$ cat config.mk
export PLATFORM = sky130hd
export DESIGN_NAME = fixed_point_sin_cos
export DESIGN_NICKNAME = d
export VERILOG_FILES = /design/src/sv/fpsc_pkg.sv /design/src/sv/fpsc_div.sv /design/src/sv/fixed_point_sin_cos.sv
export SDC_FILE = /design/constraint.sdc
export NUM_CORES = 2
export LEC_CHECK = 0
export BUFFER_PORTS_ARGS = -buffer_cell sky130_fd_sc_hd__buf_2
export CAP_MARGIN = 20
export CORE_MARGIN = 2
export CORE_UTILIZATION = 45
export DETAILED_ROUTE_END_ITERATION = 6
export SLEW_MARGIN = 15
export SYNTH_ARGS = -nofsm -noshare
export SYNTH_HDL_FRONTEND = slang
export SYNTH_SLANG_ARGS = --single-unit
export TNS_END_PERCENT = 30
$ cat constraint.sdc
create_clock -name aclk -period 41.5 [get_ports aclk]
set_input_delay 4.15 -clock aclk [delete_from_list [all_inputs] [get_ports aclk]]
set_output_delay 4.15 -clock aclk [all_outputs]
set_load 0.01 [all_outputs]
$ cat src/sv/fpsc_pkg.sv
// ----------------------------------------------------------------------------
// fpsc_pkg: shared constants and types for the fixed-point sine/cosine unit
// Holds the rounded pi constants, the reciprocal for the 2*pi wrap and the
// datapath widths used by the top level and the divider.
// ----------------------------------------------------------------------------
package fpsc_pkg;

    localparam int FRAC_BITS = 16;

    // Exact seeds: pi * 2^60, and pi * 2^30 split into integer and fraction
    localparam logic [63:0] PI_SEED60     = 64'h3243F6A8885A308D;
    localparam logic [63:0] PI_SEED30_INT = 64'h00000000C90FDAA2;
    localparam logic [63:0] PI_SEED30_FRC = 64'h000000002168C234;

    localparam logic [63:0] PI_FIX64 =
        (PI_SEED60 + (64'd1 << (59 - FRAC_BITS))) >> (60 - FRAC_BITS);
    localparam logic [63:0] HALF_PI_FIX64 =
        (PI_SEED60 + (64'd1 << (60 - FRAC_BITS))) >> (61 - FRAC_BITS);
    localparam logic [63:0] PI_SQ_RAW64 =
        PI_SEED30_INT * PI_SEED30_INT + ((PI_SEED30_INT * PI_SEED30_FRC) >> 31);
    localparam logic [63:0] PI_SQ_FIX64 =
        (PI_SQ_RAW64 + (64'd1 << (59 - FRAC_BITS))) >> (60 - FRAC_BITS);
    localparam logic [63:0] TWO_PI_FIX64 = PI_FIX64 << 1;

    // Wrap reciprocal: floor(2^RECIP_SHIFT / (2*pi)), one correction step after
    localparam int RECIP_SHIFT = 48;
    localparam logic [63:0] RECIP64 = (64'd1 << RECIP_SHIFT) / TWO_PI_FIX64;

    // Datapath widths
    localparam int ANGLE_W = 31;  // input angle
    localparam int X_W     = 32;  // shifted angle and wrap operand
    localparam int RECIP_W = 30;  // reciprocal
    localparam int WQ_W    = 14;  // wrap quotient
    localparam int WR_W    = 20;  // wrap remainder, below twice 2*pi
    localparam int U_W     = 18;  // reduced angle 0..pi
    localparam int R1_W    = 18;  // u*(pi-u) rescaled
    localparam int DEN_W   = 22;  // 5*pi^2 - 4*r1
    localparam int NUM_W   = 38;  // 16*r1*one
    localparam int Q_W     = 17;  // quotient, at most one
    localparam int VAL_W   = 18;  // result value

    localparam logic [WR_W-1:0]  TWO_PI  = TWO_PI_FIX64[WR_W-1:0];
    localparam logic [U_W-1:0]   PI_FIX  = PI_FIX64[U_W-1:0];
    localparam logic [X_W-1:0]   HALF_PI = HALF_PI_FIX64[X_W-1:0];
    localparam logic [X_W-1:0]   PI_X    = PI_FIX64[X_W-1:0];
    localparam logic [DEN_W-1:0] PI_SQ5  = DEN_W'(PI_SQ_FIX64 * 64'd5);
    localparam logic [RECIP_W-1:0] RECIP = RECIP64[RECIP_W-1:0];
    localparam logic [Q_W-1:0]   ONE     = Q_W'(64'd1 << FRAC_BITS);

    // Sideband that travels with an item through the divider
    typedef struct packed {
        logic valid;
        logic neg;
    } tag_t;

endpackage

$ cat src/sv/fpsc_div.sv
// ----------------------------------------------------------------------------
// fpsc_div: pipelined restoring divider
// One quotient bit per stage, Q_W stages; the whole pipe advances on en.
// ----------------------------------------------------------------------------
module fpsc_div (
    input  logic                          aclk,
    input  logic                          aresetn,
    input  logic                          en,
    input  fpsc_pkg::tag_t                in_tag,
    input  logic [fpsc_pkg::NUM_W-1:0]    num,
    input  logic [fpsc_pkg::DEN_W-1:0]    den,
    output fpsc_pkg::tag_t                out_tag,
    output logic [fpsc_pkg::Q_W-1:0]      quo
);

    localparam int QW = fpsc_pkg::Q_W;
    localparam int DW = fpsc_pkg::DEN_W;
    localparam int NW = fpsc_pkg::NUM_W;

    // Index 0 is the stage input, index k the output of step k
    logic           valid_reg [QW+1];
    logic           neg_reg   [QW+1];
    logic [DW-1:0]  rem_reg   [QW+1];
    logic [QW-1:0]  low_reg   [QW+1];
    logic [QW-1:0]  q_reg     [QW+1];
    logic [DW-1:0]  den_reg   [QW+1];

    // Upper numerator bits are known to be below den (quotient fits QW bits)
    assign valid_reg[0] = in_tag.valid;
    assign neg_reg[0]   = in_tag.neg;
    assign rem_reg[0]   = DW'(num[NW-1:QW]);
    assign low_reg[0]   = num[QW-1:0];
    assign q_reg[0]     = '0;
    assign den_reg[0]   = den;

    for (genvar k = 0; k < QW; k++) begin : g_step
        logic [DW:0]   trial;
        logic          ge;
        logic [DW:0]   diff;
        logic [DW-1:0] rem_next;

        always_comb begin
            trial    = {rem_reg[k], low_reg[k][QW-1]};
            ge       = (trial >= {1'b0, den_reg[k]});
            diff     = trial - {1'b0, den_reg[k]};
            rem_next = ge ? diff[DW-1:0] : trial[DW-1:0];
        end

        always_ff @(posedge aclk) begin
            if (!aresetn) begin
                valid_reg[k+1] <= 1'b0;
            end else if (en) begin
                valid_reg[k+1] <= valid_reg[k];
            end
        end

        always_ff @(posedge aclk) begin
            if (en) begin
                neg_reg[k+1] <= neg_reg[k];
                rem_reg[k+1] <= rem_next;
                low_reg[k+1] <= {low_reg[k][QW-2:0], 1'b0};
                q_reg[k+1]   <= {q_reg[k][QW-2:0], ge};
                den_reg[k+1] <= den_reg[k];
            end
        end
    end

    assign out_tag.valid = valid_reg[QW];
    assign out_tag.neg   = neg_reg[QW];
    assign quo           = q_reg[QW];

endmodule

$ cat src/sv/fixed_point_sin_cos.sv
// ----------------------------------------------------------------------------
// fixed_point_sin_cos: Bhaskara sine/cosine in fixed point
// Throughput: one angle per cycle; the whole pipe holds while the output
// register waits on m_tready, and s_tready follows that same enable.
// The 17-stage quotient pipeline sets the depth.
// Reset (aresetn low, synchronous) drops every valid bit; data regs keep.
// ----------------------------------------------------------------------------
module fixed_point_sin_cos (
    input  logic        aclk,
    input  logic        aresetn,
    input  logic        s_tvalid,
    output logic        s_tready,
    input  logic [31:0] s_tdata,   // [30:0] angle
    input  logic        s_tuser,   // [0] req_type: 0 cosine, 1 sine
    output logic        m_tvalid,
    input  logic        m_tready,
    output logic [23:0] m_tdata    // [17:0] value
);

    localparam int X_W   = fpsc_pkg::X_W;
    localparam int WQ_W  = fpsc_pkg::WQ_W;
    localparam int WR_W  = fpsc_pkg::WR_W;
    localparam int U_W   = fpsc_pkg::U_W;
    localparam int R1_W  = fpsc_pkg::R1_W;
    localparam int DEN_W = fpsc_pkg::DEN_W;
    localparam int NUM_W = fpsc_pkg::NUM_W;
    localparam int Q_W   = fpsc_pkg::Q_W;
    localparam int VAL_W = fpsc_pkg::VAL_W;
    localparam int FB    = fpsc_pkg::FRAC_BITS;
    localparam int RS    = fpsc_pkg::RECIP_SHIFT;

    // Global advance: move everything whenever the output slot is free or drains
    logic en;
    logic out_valid_reg;
    logic [VAL_W-1:0] out_value_reg;

    assign en       = !out_valid_reg || m_tready;
    assign s_tready = en;

    // Valid bits for stages 1..7
    logic [6:0] v_reg;

    // Stage 1: sign-extend the angle, subtract pi/2 for a sine request
    logic signed [X_W-1:0] x_reg;
    logic signed [X_W-1:0] x_next;
    always_comb begin
        x_next = X_W'(signed'(s_tdata[fpsc_pkg::ANGLE_W-1:0]));
        if (s_tuser) begin
            x_next = x_next - signed'(fpsc_pkg::HALF_PI);
        end
    end

    // Stage 2: n = |x| + pi/2 + pi, always positive
    logic [X_W-1:0] n_reg;
    logic [X_W-1:0] n_next;
    logic [X_W-1:0] ax;
    always_comb begin
        ax     = x_reg[X_W-1] ? X_W'(-x_reg) : X_W'(x_reg);
        n_next = ax + fpsc_pkg::HALF_PI + fpsc_pkg::PI_X;
    end

    // Stage 3: estimate n / (2*pi) by reciprocal multiply; may be low by one
    logic [X_W-1:0]  n3_reg;
    logic [WQ_W-1:0] wq_reg;
    logic [X_W+fpsc_pkg::RECIP_W-1:0] wprod;
    assign wprod = n_reg * fpsc_pkg::RECIP;

    // Stage 4: remainder against the estimate, below twice 2*pi
    logic [WR_W-1:0] wr_reg;
    logic [X_W-1:0]  wsub;
    logic [X_W-1:0]  wr_full;
    always_comb begin
        wsub    = X_W'(wq_reg) * X_W'(fpsc_pkg::TWO_PI);
        wr_full = n3_reg - wsub;
    end

    // Stage 5: finish the wrap, w = r - pi in [-pi, pi); keep |w| and its sign
    logic [U_W-1:0] u_reg;
    logic           neg5_reg;
    logic [WR_W-1:0] wr_fix;
    logic signed [WR_W:0] w_s;
    always_comb begin
        wr_fix = (wr_reg >= fpsc_pkg::TWO_PI) ? wr_reg - fpsc_pkg::TWO_PI : wr_reg;
        w_s    = signed'({1'b0, wr_fix}) - signed'((WR_W+1)'(fpsc_pkg::PI_FIX));
    end

    // Stage 6: r1 = u*(pi-u) / one, truncated
    logic [R1_W-1:0] r1_reg;
    logic            neg6_reg;
    logic [2*U_W-1:0] uprod;
    assign uprod = u_reg * (fpsc_pkg::PI_FIX - u_reg);

    // Stage 7: numerator 16*r1*one and denominator 5*pi^2 - 4*r1
    logic [NUM_W-1:0] num_reg;
    logic [DEN_W-1:0] den_reg;
    logic             neg7_reg;

    always_ff @(posedge aclk) begin
        if (!aresetn) begin
            v_reg <= '0;
        end else if (en) begin
            v_reg <= {v_reg[5:0], s_tvalid};
        end
    end

    always_ff @(posedge aclk) begin
        if (en) begin
            x_reg    <= x_next;
            n_reg    <= n_next;
            n3_reg   <= n_reg;
            wq_reg   <= wprod[RS+WQ_W-1:RS];
            wr_reg   <= wr_full[WR_W-1:0];
            u_reg    <= w_s[WR_W] ? U_W'(-w_s) : U_W'(w_s);
            neg5_reg <= w_s[WR_W];
            r1_reg   <= uprod[FB+R1_W-1:FB];
            neg6_reg <= neg5_reg;
            num_reg  <= {r1_reg, (NUM_W-R1_W)'(0)};
            den_reg  <= fpsc_pkg::PI_SQ5 - {r1_reg, 2'b00};
            neg7_reg <= neg6_reg;
        end
    end

    // Quotient pipeline
    fpsc_pkg::tag_t div_in_tag;
    fpsc_pkg::tag_t div_out_tag;
    logic [Q_W-1:0] div_q;

    assign div_in_tag.valid = v_reg[6];
    assign div_in_tag.neg   = neg7_reg;

    fpsc_div u_div (
        .aclk    (aclk),
        .aresetn (aresetn),
        .en      (en),
        .in_tag  (div_in_tag),
        .num     (num_reg),
        .den     (den_reg),
        .out_tag (div_out_tag),
        .quo     (div_q)
    );

    // Output: clamp to one, restore the sign from the odd symmetry
    logic [Q_W-1:0]   qc;
    logic [VAL_W-1:0] val_next;
    always_comb begin
        qc       = (div_q > fpsc_pkg::ONE) ? fpsc_pkg::ONE : div_q;
        val_next = div_out_tag.neg ? VAL_W'(-{1'b0, qc}) : VAL_W'({1'b0, qc});
    end

    always_ff @(posedge aclk) begin
        if (!aresetn) begin
            out_valid_reg <= 1'b0;
        end else if (en) begin
            out_valid_reg <= div_out_tag.valid;
        end
    end

    always_ff @(posedge aclk) begin
        if (en) begin
            out_value_reg <= val_next;
        end
    end

    assign m_tvalid = out_valid_reg;
    assign m_tdata  = {(24-VAL_W)'(0), out_value_reg};

`ifndef ASSERT_OFF
    // Wrap remainder stays below twice 2*pi, so one correction suffices
    a_wrap_rem: assert property (@(posedge aclk) disable iff (!aresetn)
        v_reg[3] |-> (wr_reg < (fpsc_pkg::TWO_PI << 1)))
        else $error("wrap remainder out of range");

    // Reduced angle never exceeds pi
    a_u_range: assert property (@(posedge aclk) disable iff (!aresetn)
        v_reg[4] |-> (u_reg <= fpsc_pkg::PI_FIX))
        else $error("reduced angle above pi");

    // Denominator stays positive for every reduced angle
    a_den_pos: assert property (@(posedge aclk) disable iff (!aresetn)
        v_reg[6] |-> (den_reg != '0))
        else $error("zero denominator");

    // Magnitude of a delivered result never exceeds one
    a_mag: assert property (@(posedge aclk) disable iff (!aresetn)
        div_out_tag.valid |-> (div_q <= fpsc_pkg::ONE))
        else $error("quotient above one");
`endif

endmodule

==> flow_metrics.py <==
metrics = {
    "clocking": {
        "clk_latency_ns": 0.75,
        "clock_path_buffers": 3,
        "cts_tree": "done",
        "root_buffer": "clkbuf_16",
        "cts_hold_buf": 0,
        "h-tree-depth": 3,
        "clock-sinks": 1046,
        "cts_setup_buffers": 0,
        "cts_buffers": 111,
        "cts_resized": 0,
        "clk_pin_slew_ns": 0.06,
    },
    "floorplan": {
        "die_h_um": 431.0,
        "initial_core_util_pct": 45.35,
        "die-area_um2": 185800,
        "core_area_um2": 180900,
        "die_x_um": 431.0,
        "io_pins": 63,
        "rows": 156,
    },
    "cells_and_area": {
        "final_cell_mix": "1358 x inv_1, 1021 x edfxtp_1, 928 x ha_1",
        "final_nets": 9070,
        "post_route_cells_drive_above_1_share_pct": 6.539,
        "fillers": 16157,
        "seqCellArea_um2": 31160,
        "synthToLayoutAreaGrowth_pct": 8.428,
        "final_common_cell": "inv_1",
        "multi_input_area_um2": 45240,
        "largest_register_ffs": 336,
    },
    "flow_run": {
        "drv_cap": 0,
    },
    "sta": {
        "grt_setup_unrepaired": "no",
        "fin_crit_sh_pct": 23.14,
        "final.setup.tns_ns": 0,
        "clock.fmax_ghz": 0.1041,
        "fin_crit_ns": 9.605,
        "slew_violations": 0,
        "worst_slew_pin_slew_ns": 1.056,
        "setup_violations": 0,
        "slew_headroom_pct": 29.51,
        "hold_viol": 0,
        "clock_skew_ns": 0.05941,
    },
    "run_status": {
        "status": "finished, final reports clean",
    },
    "worst_setup_path": {
        "crit_family": "adder cells",
        "critical_path_arrival_ns": 10.07,
        "regToRegStartpoint": "u_reg[6]",
        "end_kind": "register",
        "rr_worst_depth": 31,
        "path_depth": 31,
        "cp_common_cell": "fa_1",
        "rrSetupSlack_ns": 31.90,
        "path_max_fanout": 32,
        "slowest_delay_ns": 0.72,
        "path_buf_inv": 8,
        "r2r_end": "r1_reg[17]",
        "crit_required_ns": 41.96,
        "start_kind": "register",
        "crit_end": "r1_reg[17]",
        "critPathSlowestCell": "o41ai_1",
        "crit_type": "register to register",
        "critPathLaunch": "u_reg[6]",
    },
    "drt": {
        "postRouteAntennaNets": 0,
        "first_pass_iters": 7,
        "drt_iter0_drc": 2183,
        "vias_per_cell": 5.154,
        "num_vias": 51077,
        "drt_wl_total_um": 162600,
        "route.detailed.wl_per_inst_um": 16.41,
        "drc": 0,
    },
    "logic_synthesis": {
        "synth_area_per_cell_um2": 11.15,
        "synthFlopType": "edfxtp_1",
        "ys_seq_area_share_pct": 37.97,
        "synthArstFlopShare_pct": 0,
        "synth_edf_count": 1021,
        "ys_types": 95,
        "synth_area_um2": 82060,
        "syn_inst": 7361,
        "synth_seq_cells": 1046,
        "yosysWarnings": 0,
    },
    "hold_path": {
        "min-delay-path-class": "register to register",
        "holdCritStartpoint": "n3_reg[0]",
    },
    "global_route": {
        "gr-total-overflow": 0,
        "grt_pass1_vias": 53875,
        "grt_max_degree": 169,
        "grt_usage_pct": 18.09,
        "grt_pass1_wl_um": 272700,
        "antenna_found_initial": 1,
    },
    "placed_design": {
        "dp_hpwl_um": 125600,
        "gp_congestion": 0.8794,
        "numPortBuffers": 55,
    },
}
[metal layers]
| metal | track usage (%) | part of all wire [%] | wire length (um) |
|---|---|---|---|
| met3 | 2.241 | 3.2 | 5201 |
| met1 | 21.54 | 41 | 66790 |
| met2 | 33.87 | 53 | 86000 |
| met5 | 0 | 0 | 0 |
| met4 | 5.315 | 2.9 | 4638 |
[how the worst min path moves through the flow]
| stage | cells after the start | endpoint | slack (ns) |
|---|---|---|---|
| 2_1_floorplan | 0 | neg6_reg | 0.40 |
| 3_5_place_dp | 0 | u_div.q_reg[158] | 0.40 |
| 4_1_cts | 0 | wr_reg[0] | 0.40 |
| 3_3_place_gp | 0 | u_div.q_reg[208] | 0.40 |
| 5_1_grt | 0 | wr_reg[0] | 0.42 |
| 6_report | 0 | wr_reg[0] | 0.40 |
[cell type report]
cell class                      instances  share of cell area (%)
Sequential cell                      1046                   35.02
Clock buffer                          150                   3.468
Tap cell                             2370                   3.333
Antenna cell                            2                0.005625
Inverter                             1361                   5.750
Clock inverter                         56                  0.6651
Multi-Input combinational cell       4812                   50.84
Timing Repair Buffer                  114                  0.9182
[Yosys cell counts, types with 32 or more instances]
cell type / instances / area share [%]
inv_1: 1358 / 6.2
edfxtp_1: 1021 / 37
ha_1: 928 / 14
fa_1: 659 / 16
nand2_1: 407 / 1.9
nor2_1: 392 / 1.8
a21oi_1: 355 / 2.2
xnor2_1: 298 / 3.2
o21ai_0: 183 / 1.1
xor2_1: 175 / 1.9
mux2_2: 163 / 2.2
nand2b_1: 155 / 1.2
a21o_1: 143 / 1.3
clkbuf_1: 119 / 0.54
nor2b_1: 106 / 0.81
nor3_1: 103 / 0.63
nand3_1: 101 / 0.62
o21a_1: 61 / 0.56
o21bai_1: 52 / 0.48
and3_1: 36 / 0.27
and2_1: 32 / 0.24
[stage by stage]
stage | utilization, % | setup slack [ns] | cell area, um2 | hold slack [ns] | std cells
2_1_floorplan | - | 5.142 | 82080 | 0.4003 | 7366
4_1_cts | 49.12 | 31.52 | 88880 | 0.4038 | 9904
5_1_grt | 49.17 | 31.42 | 88980 | 0.4154 | 9909
6_report | 49.18 | 31.90 | 88980 | 0.3976 | 9911
3_5_place_dp | 47.09 | 31.50 | 85200 | 0.4045 | 9698
3_3_place_gp | 47.07 | 31.53 | 85170 | 0.4011 | 9696
[cells by family after synthesis]
| kind of cell | after synthesis | synth area share (%) |
|---|---|---|
| buffers and inverters | 1508 | 6.966 |
| multiplexers | 181 | 2.456 |
| XOR/XNOR | 474 | 5.076 |
| flip-flops | 1046 | 37.97 |
| other | 1 | 0.004570 |
| AND/OR/NAND/NOR | 1466 | 8.563 |
| adder cells (fa/ha/maj) | 1587 | 30.23 |
| AO/OA/AOI/OAI | 1098 | 8.739 |
Power is left out: the tool's default activity adds up to more than one toggle a clock period on the data nets, which glitch-free logic cannot reach.
